==> src/rtl/ascii_digits_to_packed_bcd_unit_macros.svh <==
// Assertion macros shared by the packed BCD encoder RTL.
// Needs a clock named clk and an active-high reset named rst in the using scope.
`ifndef ASCII_DIGITS_TO_PACKED_BCD_UNIT_MACROS_SVH
`define ASCII_DIGITS_TO_PACKED_BCD_UNIT_MACROS_SVH

// Consequent must hold in the same cycle as the antecedent.
`define ADPB_ASSERT_SAME(label, ante, cons) \
  label: assert property (@(posedge clk) disable iff (rst) (ante) |-> (cons)) \
    else $error("adpb: same-cycle check failed");

// Consequent must hold in the cycle after the antecedent.
`define ADPB_ASSERT_NEXT(label, ante, cons) \
  label: assert property (@(posedge clk) disable iff (rst) (ante) |=> (cons)) \
    else $error("adpb: next-cycle check failed");

`endif

==> src/rtl/adpb_pkg.sv <==
// Types and constants for the ASCII digit to packed BCD encoder.
// No dependencies; used by the top level and the testbench.
package adpb_pkg;

  localparam logic [7:0] ASCII_ZERO    = 8'h30;
  localparam logic [7:0] ASCII_NINE    = 8'h39;
  localparam logic [3:0] SIGN_POSITIVE = 4'hF;
  localparam logic [3:0] SIGN_NEGATIVE = 4'hB;
  localparam logic [3:0] NIBBLE_ZERO   = 4'h0;
  localparam logic [7:0] COUNT_MAX     = 8'hFF;

  localparam int unsigned CFG_INDEX_W = 2;

  typedef enum logic [CFG_INDEX_W-1:0] {
    REG_OUTPUT_FORMAT       = 2'd0,
    REG_START_IN_LOW_NIBBLE = 2'd1,
    REG_PAD_ODD_LENGTH      = 2'd2
  } cfg_reg_t;

  typedef struct packed {
    logic [7:0] char_code;
    logic       first_char;
    logic       last_char;
    logic       odd_length;
    logic       negative;
  } in_item_t;

  typedef struct packed {
    logic [7:0] packed_byte;
    logic [7:0] nybble_count;
    logic       error;
    logic       string_end;
  } out_item_t;

endpackage

==> src/rtl/adpb_stream_if.sv <==
// Valid/ready stream channel carrying one payload struct per item.
// Payload types come from adpb_pkg.
interface adpb_stream_if #(
  parameter type payload_t = logic
);
  logic     valid;
  logic     ready;
  payload_t payload;

  modport source (output valid, output payload, input ready);
  modport sink (input valid, input payload, output ready);
endinterface

==> src/rtl/ascii_digits_to_packed_bcd_unit.sv <==
// Top level of the ASCII digit to packed BCD encoder.
// Depends on adpb_pkg, adpb_stream_if and the macros header.
//
//   channel   direction  payload      handshake
//   in_ch     sink       in_item_t    valid/ready, one character per item
//   out_ch    source     out_item_t   valid/ready, at most one byte per item
//   cfg_*     write      1-bit value  cfg_write, cfg_index, cfg_data
//
// Each item is held in the input register and any byte it makes in the result
// register; the block sustains one item per clock while out_ch does not stall,
// set by the single nibble merge between the two registers. rst is synchronous
// and active high; it clears both valid flags, the configuration and the string
// state. A stall on out_ch holds the result register and, behind it, the input
// register; in_ch stays ready whenever the input register empties in the same cycle.
`include "ascii_digits_to_packed_bcd_unit_macros.svh"

module ascii_digits_to_packed_bcd_unit
  import adpb_pkg::*;
(
  input  logic                   clk,
  input  logic                   rst,
  input  logic                   cfg_write,
  input  logic [CFG_INDEX_W-1:0] cfg_index,
  input  logic                   cfg_data,
  adpb_stream_if.sink            in_ch,
  adpb_stream_if.source          out_ch
);

  // Configuration registers; the user writes them only while the block is idle, which the block does not enforce.
  logic output_format;
  logic start_in_low_nibble;
  logic pad_odd_length;

  // Input register.
  logic     item_valid;
  in_item_t item;

  // String state carried from one character to the next.
  logic [3:0] held_high_nibble;
  logic       low_nibble_next;
  logic [7:0] converted_count;
  logic       skip_rest;

  logic [3:0] held_high_nibble_next;
  logic       low_nibble_next_next;
  logic [7:0] converted_count_next;
  logic       skip_rest_next;

  // Result register.
  logic      result_valid;
  out_item_t result;

  logic      result_emit;
  out_item_t result_next;
  logic      advance;

  // The input register hands its item on whenever the result register is
  // empty or is being emptied in this cycle.
  assign advance      = item_valid && (!result_valid || out_ch.ready);
  assign in_ch.ready  = !item_valid || advance;
  assign out_ch.valid = result_valid;
  assign out_ch.payload = result;

  always_ff @(posedge clk) begin
    if (rst) begin
      output_format       <= 1'b0;
      start_in_low_nibble <= 1'b0;
      pad_odd_length      <= 1'b0;
    end else if (cfg_write) begin
      case (cfg_index)
        REG_OUTPUT_FORMAT:       output_format       <= cfg_data;
        REG_START_IN_LOW_NIBBLE: start_in_low_nibble <= cfg_data;
        REG_PAD_ODD_LENGTH:      pad_odd_length      <= cfg_data;
        default: ;
      endcase
    end
  end

  // Merge of one character into the string state. A first character resets
  // the state and sets the starting nibble phase before the character itself
  // is looked at.
  always_comb begin
    logic [3:0] held_base;
    logic       phase_base;
    logic [7:0] count_base;
    logic       skip_base;
    logic [7:0] count_bumped;
    logic [3:0] digit;
    logic [3:0] sign_nibble;
    logic       is_digit;

    if (item.first_char) begin
      held_base  = NIBBLE_ZERO;
      skip_base  = 1'b0;
      if (output_format) begin
        phase_base = !item.odd_length;
        count_base = '0;
      end else if (start_in_low_nibble) begin
        phase_base = 1'b1;
        count_base = '0;
      end else begin
        // The plain-mode leading pad nibble is counted.
        phase_base = pad_odd_length && item.odd_length;
        count_base = {7'd0, phase_base};
      end
    end else begin
      held_base  = held_high_nibble;
      phase_base = low_nibble_next;
      count_base = converted_count;
      skip_base  = skip_rest;
    end

    count_bumped = (count_base != COUNT_MAX) ? count_base + 8'd1 : count_base;
    digit        = item.char_code[3:0] - ASCII_ZERO[3:0];
    is_digit     = (item.char_code >= ASCII_ZERO) && (item.char_code <= ASCII_NINE);
    sign_nibble  = output_format ? (item.negative ? SIGN_NEGATIVE : SIGN_POSITIVE)
                                 : NIBBLE_ZERO;

    held_high_nibble_next = held_base;
    low_nibble_next_next  = phase_base;
    converted_count_next  = count_base;
    skip_rest_next        = skip_base;
    result_emit           = 1'b0;
    result_next           = '0;

    if (skip_base) begin
      // Rest of an aborted string: swallowed without a result.
    end else if (!is_digit) begin
      result_emit              = 1'b1;
      result_next.packed_byte  = '0;
      result_next.nybble_count = count_base;
      result_next.error        = 1'b1;
      result_next.string_end   = 1'b1;
      skip_rest_next           = 1'b1;
    end else if (!phase_base) begin
      held_high_nibble_next = digit;
      low_nibble_next_next  = 1'b1;
      converted_count_next  = count_bumped;
      if (item.last_char) begin
        // Odd trailing digit: plain mode pads with zero, packed mode adds the sign.
        result_emit              = 1'b1;
        result_next.packed_byte  = {digit, sign_nibble};
        result_next.nybble_count = count_bumped;
        result_next.string_end   = 1'b1;
      end
    end else begin
      result_emit              = 1'b1;
      result_next.packed_byte  = {held_base, digit};
      result_next.nybble_count = count_bumped;
      result_next.string_end   = item.last_char;
      held_high_nibble_next    = NIBBLE_ZERO;
      low_nibble_next_next     = 1'b0;
      converted_count_next     = count_bumped;
    end

    // The end of any string returns the block to idle.
    if (item.last_char) begin
      held_high_nibble_next = NIBBLE_ZERO;
      low_nibble_next_next  = 1'b0;
      converted_count_next  = '0;
      skip_rest_next        = 1'b0;
    end
  end

  always_ff @(posedge clk) begin
    if (rst) begin
      item_valid       <= 1'b0;
      result_valid     <= 1'b0;
      held_high_nibble <= NIBBLE_ZERO;
      low_nibble_next  <= 1'b0;
      converted_count  <= '0;
      skip_rest        <= 1'b0;
    end else begin
      if (in_ch.ready) begin
        item_valid <= in_ch.valid;
      end
      if (advance) begin
        held_high_nibble <= held_high_nibble_next;
        low_nibble_next  <= low_nibble_next_next;
        converted_count  <= converted_count_next;
        skip_rest        <= skip_rest_next;
        result_valid     <= result_emit;
      end else if (out_ch.ready) begin
        result_valid <= 1'b0;
      end
    end
  end

  always_ff @(posedge clk) begin
    if (in_ch.valid && in_ch.ready) begin
      item <= in_ch.payload;
    end
    if (advance && result_emit) begin
      result <= result_next;
    end
  end

  // An error result always closes its string and carries a zero byte.
  `ADPB_ASSERT_SAME(a_error_closes, result_valid && result.error,
    result.string_end && (result.packed_byte == 8'h00))

  // A string's last character leaves the block idle.
  `ADPB_ASSERT_NEXT(a_idle_after_last, advance && item.last_char,
    !low_nibble_next && (converted_count == 8'h00) && !skip_rest)

  // An empty input register never blocks the input channel.
  `ADPB_ASSERT_SAME(a_ready_when_empty, !item_valid, in_ch.ready)

  // A good result has a decimal high nibble and a digit, zero or sign low nibble.
  `ADPB_ASSERT_SAME(a_result_nibbles, result_valid && !result.error,
    (result.packed_byte[7:4] <= 4'd9) && ((result.packed_byte[3:0] <= 4'd9) ||
    (result.packed_byte[3:0] == SIGN_POSITIVE) || (result.packed_byte[3:0] == SIGN_NEGATIVE)))

endmodule

==> src/flat_wrapper.sv <==
// flat-port wrapper written by rule: the top's interface ports become plain ports
module ascii_digits_to_packed_bcd_unit_flat import adpb_pkg::*;
  (clk, rst, cfg_write, cfg_index, cfg_data, in_ch_valid, in_ch_payload, in_ch_ready, out_ch_valid, out_ch_payload, out_ch_ready);
  adpb_stream_if #(.payload_t(in_item_t)) in_ch_i ();
  adpb_stream_if #(.payload_t(out_item_t)) out_ch_i ();
  input  logic clk;
  input  logic rst;
  input  logic cfg_write;
  input  logic [CFG_INDEX_W-1:0] cfg_index;
  input  logic cfg_data;
  input wire logic [$bits(in_ch_i.valid)-1:0] in_ch_valid;
  input wire logic [$bits(in_ch_i.payload)-1:0] in_ch_payload;
  output wire logic [$bits(in_ch_i.ready)-1:0] in_ch_ready;
  output wire logic [$bits(out_ch_i.valid)-1:0] out_ch_valid;
  output wire logic [$bits(out_ch_i.payload)-1:0] out_ch_payload;
  input wire logic [$bits(out_ch_i.ready)-1:0] out_ch_ready;
  assign in_ch_i.valid = in_ch_valid;
  assign in_ch_i.payload = in_ch_payload;
  assign in_ch_ready = in_ch_i.ready;
  assign out_ch_valid = out_ch_i.valid;
  assign out_ch_payload = out_ch_i.payload;
  assign out_ch_i.ready = out_ch_ready;
  ascii_digits_to_packed_bcd_unit u_core (.clk(clk), .rst(rst), .cfg_write(cfg_write), .cfg_index(cfg_index), .cfg_data(cfg_data), .in_ch(in_ch_i), .out_ch(out_ch_i));
endmodule
==> config.mk <==
export PLATFORM = sky130hd
export DESIGN_NAME = ascii_digits_to_packed_bcd_unit_flat
export DESIGN_NICKNAME = d
export VERILOG_FILES = /design/src/rtl/adpb_pkg.sv /design/src/rtl/adpb_stream_if.sv /design/src/rtl/ascii_digits_to_packed_bcd_unit.sv /design/src/flat_wrapper.sv
export VERILOG_INCLUDE_DIRS = /design/src /design/src/rtl
export SDC_FILE = /design/constraint.sdc
export NUM_CORES = 1
export LEC_CHECK = 0
export ABC_AREA = 1
export BUFFER_PORTS_ARGS = -buffer_cell sky130_fd_sc_hd__buf_2
export CAP_MARGIN = 20
export CORE_MARGIN = 1
export CORE_UTILIZATION = 30
export CTS_CLUSTER_DIAMETER = 100
export DETAILED_ROUTE_END_ITERATION = 16
export PLACE_DENSITY = 0.45
export SETUP_SLACK_MARGIN = 0.05
export SLEW_MARGIN = 20
export SYNTH_ARGS = -nofsm -noshare
export SYNTH_HDL_FRONTEND = slang
export SYNTH_SLANG_ARGS = --single-unit
export TNS_END_PERCENT = 50
==> constraint.sdc <==
create_clock -name clk -period 2.4 [get_ports clk]
set_input_delay 0.12 -clock clk [delete_from_list [all_inputs] [get_ports clk]]
set_output_delay 0.12 -clock clk [all_outputs]
set_load 0.03 [all_outputs]
# Word level (Yosys, flattened, before mapping)
# Index checks and enable logic that the tools add are counted.
[totals]
reg_bits = 49
input_bits = 20
out_inout_bits = 20
wordCells = 77
[classes]
n_addsub = 1
order_cmp = 2
n_eq_ne = 3
n_mux = 36
n_bitwise = 1
n_reduce_logical = 16
[ops]
columns = ["operator", "count"]
rows = [
  ["$mux W8", 7],
  ["$mux W16", 2],
  ["$mux W4", 6],
  ["$mux W1", 20],
  ["$add A8 B1 Y8 const B", 1],
  ["$ge A8 B6 Y1 const B", 1],
  ["$le A8 B6 Y1 const B", 1],
  ["$ne A8 B8 Y1 const B", 1],
  ["$reduce_and A2 Y1", 3],
  ["$logic_and A1 B1 Y1", 5],
  ["$logic_not A1 Y1", 3],
  ["$mux W3", 1],
  ["$eq A2 B1 Y1 const B", 1],
  ["$eq A2 B2 Y1 const B", 1],
  ["$logic_not A2 Y1", 1],
  ["$logic_or A1 B1 Y1", 2],
  ["$reduce_bool A2 Y1", 1],
  ["$reduce_or A2 Y1", 1],
  ["$not A1 Y1", 1],
]

# Depth between registers and ports, before layout
[depth]
ltp_word = 9
ltp_mapped = 14
ltp_nobuf = 14

# Worst setup path after synthesis
# Ideal clock, no wire load.
[synth_path]
path_type = "flip-flop to flip-flop"
from = "register u_core.item[3] (netlist name)"
to = "register u_core.result, in the netlist u_core.out_ch.payload[3], data pin"
setup_time_ps = 265
arrival_ps = 1738
required_time_ps = 2135
path_slack_ps = 396
path_stages_with_launch = 13
path_buffers = 1
synth_period_minus_slack_ps = 2004
path_cell_list = "edfxtp_1 > inv_2 > buf_12 > nand2_1 > o21ai_1 > ha_1 > nand2_1 > nor2_2 > nand2_2 > nor2_4 > a21oi_1 > o21ai_1 > o22ai_1"
[synth_via]
elab_chain_len = 6
elab_cells_between_ends = 9
classes_between = "add/sub: 1; eq/ne: 1; mux: 7"
[synth_lines]
columns = ["element", "line", "text"]
rows = [
  ["from (decl)", "ascii_digits_to_packed_bcd_unit.sv:36", "in_item_t item;"],
  ["from (signal assigned)", "ascii_digits_to_packed_bcd_unit.sv:191", "item <= in_ch.payload;"],
  ["$mux W8", "ascii_digits_to_packed_bcd_unit.sv:92", "if (item.first_char) begin"],
  ["$add A8 B1 Y8 / $ne A8 B8 Y1 (equally long branches)", "ascii_digits_to_packed_bcd_unit.sv:113", "count_bumped = (count_base != COUNT_MAX) ? count_base + 8'd1 : count_base;"],
  ["$mux W8", "ascii_digits_to_packed_bcd_unit.sv:113", ""],
  ["$mux W16", "ascii_digits_to_packed_bcd_unit.sv:139", "if (item.last_char) begin"],
  ["$mux W16", "ascii_digits_to_packed_bcd_unit.sv:135", "end else if (!phase_base) begin"],
  ["$mux W8", "ascii_digits_to_packed_bcd_unit.sv:128", "end else if (!is_digit) begin"],
  ["to (signal assigned)", "ascii_digits_to_packed_bcd_unit.sv:194", "result <= result_next;"],
  ["to (decl)", "ascii_digits_to_packed_bcd_unit.sv:51", "out_item_t result;"],
]
# Parallel ways exist; a longest one is shown, timed or not.
# A chain may end at the register's enable or synchronous reset.

# Final worst setup path
[layout_path]
from = "register u_core.output_format"
to = "register u_core.result, in the netlist u_core.out_ch.payload[3], data pin"
[layout_via]
elab_chain_len = 7
elab_cells_between_ends = 10
classes_between = "add/sub: 1; eq/ne: 1; mux: 8"
[layout_lines]
columns = ["element", "line", "text"]
rows = [
  ["from (decl)", "ascii_digits_to_packed_bcd_unit.sv:30", "logic output_format;"],
  ["from (signal assigned)", "ascii_digits_to_packed_bcd_unit.sv:71", "REG_OUTPUT_FORMAT: output_format <= cfg_data;"],
  ["$mux W8", "ascii_digits_to_packed_bcd_unit.sv:95", "if (output_format) begin"],
  ["$mux W8", "ascii_digits_to_packed_bcd_unit.sv:92", ""],
  ["$add A8 B1 Y8 / $ne A8 B8 Y1 (equally long branches)", "ascii_digits_to_packed_bcd_unit.sv:113", ""],
  ["$mux W8", "ascii_digits_to_packed_bcd_unit.sv:113", ""],
  ["$mux W16", "ascii_digits_to_packed_bcd_unit.sv:139", ""],
  ["$mux W16 (*)", "ascii_digits_to_packed_bcd_unit.sv:135", ""],
  ["$mux W8 (*)", "ascii_digits_to_packed_bcd_unit.sv:128", ""],
]
# Every way passes the cells marked *; elsewhere a longest branch is shown, timed or not.

==> results by group <==
Floorplanning
  – Core Rows: 33
  – IO Count: 40
  – Die area: 0.00882 sq mm
  – Core Region: 0.00818 sq mm
  – Initial core utilization: 31.0%
  – Die X: 93.9 microns
  – DIE HEIGHT: 93.9 microns

Final layout
  – Commonest non-fill, non-tap cell in the layout: nand2_1
  – Post-layout util: 37.9%
  – Number of diodes: 0
  – Finished Cell Area: 0.00310 sq mm
  – Area grow syn2layout: 22.4%
  – Nets: 373
  – Final Non-Filler Cells: 458
  – Most frequent cells in the layout: 75 x nand2_1, 39 x buf_2, 30 x edfxtp_1
  – Share of layout cells above drive strength 1: 25.8%

STA
  – Fin. Hold Viols: 0
  – Max Slew Vio Count: 0
  – Clk_skew: 0.0143 ns
  – Peak Freq: 471 MHz
  – Final setup violation count: 0
  – Slew @ Worst Pin: 0.614 ns
  – Fin crit share: 88.4%
  – Hold slack: 0.0612 ns
  – Slew margin rel.: 59.0%
  – Final worst slack: 0.278 ns
  – TNS Setup: 0 ns
  – RSZ-0062 raised after global routing: no
  – Crit path time final: 2.12 ns

Clock network
  – TritonCTS buffer count: 5
  – CTS tree: built
  – Clock buffer depth: 2
  – Clk_lat worst skew: 0.31 ns
  – CTS root buf: clkbuf_8
  – Clock-pin slew on the worst setup and hold paths: 0.11 ns
  – Clock Sinks: 49
  – H-tree levels: 2

Global route
  – Global-route usage over all layers: 14.3%
  – Number of global-route vias before repair: 1986
  – Initial antenna violation count: 0
  – First-pass GRT wire length: 9850 microns
  – Largest net degree at the start of global routing: 20
  – GR Overflow Total: 0

Critical path
  – Worst reg2reg path depth: 11
  – Kind of critical path: flip-flop to flip-flop
  – Crit path capture type: flip-flop
  – Setup crit start kind: flip-flop
  – RR Startpoint: u_core.output_format$_SDFFE_PP0P_
  – Crit path from: u_core.output_format$_SDFFE_PP0P_
  – Worst-path maximum fanout: 4
  – CP required: 2.45 ns
  – Worst Path Arrival: 2.17 ns

Synthesis
  – Synth cell types: 33
  – Syn avg cell area: 8.68 sq um
  – Yosys warning count: 0
  – Seq/Total Area, Yosys: 50.6%
  – Syn Inst Count: 292
  – Syn Nets: 313
  – Mapped Area: 0.00253 sq mm
  – Yosys reg bits: 49

Detailed routing
  – Final ANT Viol Nets: 0
  – Routed WL: 5840 microns
  – DRC Markers: 0
  – Via/cell ratio: 4.61
  – DR iter-0 viols: 178
  – Post-DR wirelength/cell: 12.7 microns
  – Via count: 2113
  – Initial DRT Pass Iterations: 4

Pwr
  – Lkg Pwr: 1.24 nW
  – Total power draw: 1.66 mW
  – PD cells: 536 mW/mm^2
  – Worst vdd ir: 0.000245 V

Min path
  – Hold/Removal Path Class: primary input to flip-flop
  – Hold Crit Depth: 3
  – Worst hold start: in_ch_valid

Place
  – Setup WS pre-CTS: 0.193 ns
  – Post-DP HPWL: 4330 microns
  – Routability Congestion: 0.832
  – Placed Instance Area: 0.00286 sq mm
  – Placed instance count: 437
  – PortBufs: 39

Job
  – Max Cap Viol: 0

Status
  – Status: completed
## logic make-up after synthesis
| logic type | after synthesis | synth area share (%) |
|---|---|---|
| and+or+nand+nor | 149 | 29.6 |
| AOI/OAI and AO/OA | 51 | 11.7 |
| DFF | 49 | 50.6 |
| buffers and inverters | 42 | 7.70 |
| adders and majority gates | 1 | 0.494 |
## path summary, 6_finish.rpt
kind	endpoint	slack (ns)
hold / removal	u_core.item_valid$_SDFFE_PP0N_	0.06
hold reg to reg	u_core.converted_count[7]$_SDFFE_PP0P_	0.49
setup reg to reg	u_core.out_ch.payload[3]$_SDFFCE_PP0P_	0.28
setup / recovery	u_core.out_ch.payload[3]$_SDFFCE_PP0P_	0.28
## critical path, stage by stage (launching register included)
cell and delay, ns:
dfxtp_1 0.41, nor2_2 0.17, nand2_1 0.10, o21ai_2 0.16, ha_2 0.23, nand2_1 0.09
nor2_4 0.18, nand2_2 0.09, nor2_4 0.11, a21oi_1 0.07, o21ai_1 0.15, o22ai_1 0.10
## layer usage
layer / GRT usage (%) / part of all wire (%) / up-vias
met5: 0 / 0 / -
met4: 4.10 / 1.4 / 0
met3: 2.59 / 5.8 / 6
met2: 21.4 / 43 / 67
met1: 21.0 / 50 / 941
li1: - / - / 1099
## cells in the mapped netlist, drive strengths merged
| master | count | area, sq um |
|---|---|---|
| or2 | 1 | 6.26 |
| a211oi | 1 | 7.51 |
| a21oi | 27 | 154 |
| o22ai | 5 | 31.3 |
| nand4 | 5 | 31.3 |
| o21bai | 1 | 7.51 |
| o21ai | 12 | 63.8 |
| nand2 | 85 | 383 |
| nand3 | 25 | 130 |
| clkbuf | 3 | 11.3 |
| inv | 33 | 124 |
| edfxtp | 30 | 901 |
| nor3 | 3 | 15.0 |
| ha | 1 | 12.5 |
| dfxtp | 19 | 380 |
| nor2 | 27 | 165 |
| a31oi | 5 | 31.3 |
| buf | 6 | 60.1 |
| nor4 | 3 | 18.8 |
## layout make-up
type	count	area (sq um)
Fill cell	855	5070
Clock inverter	3	28.8
Inverter	33	124
Clock buffer	5	68.8
Sequential cell	49	1280
Tap cell	105	131
Timing Repair Buffer	62	398
Multi-Input combinational cell	201	1070
## registers in the layout (all words and copies together) (netlist names)
register / flops
u_core.held_high_nibble: 4
u_core.out_ch.payload: 18
u_core.low_nibble_next: 1
u_core.pad_odd_length: 1
u_core.item_valid: 1
u_core.skip_rest: 1
u_core.out_ch.valid: 1
u_core.output_format: 1
u_core.start_in_low_nibble: 1
u_core.converted_count: 8
u_core.item: 12
## power by group
group | switching, mW | leakage, nW | internal, mW
Combinational | 0.123 | 0.752 | 0.0690
Sequential | 0.0170 | 0.438 | 0.925
Clock | 0.309 | 0.0506 | 0.218
Total | 0.448 | 1.24 | 1.21
## repair_timing
| action | in CTS | in global routing |
|---|---|---|
| gates resized for setup | 0 | 3 |
| setup buffers | 0 | 1 |
| hold endpoints to repair | 12 | 0 |
| hold buffers | 12 | 0 |
| endpoints found under the setup margin | 0 | 14 |
(Power assumes the default switching activity.)
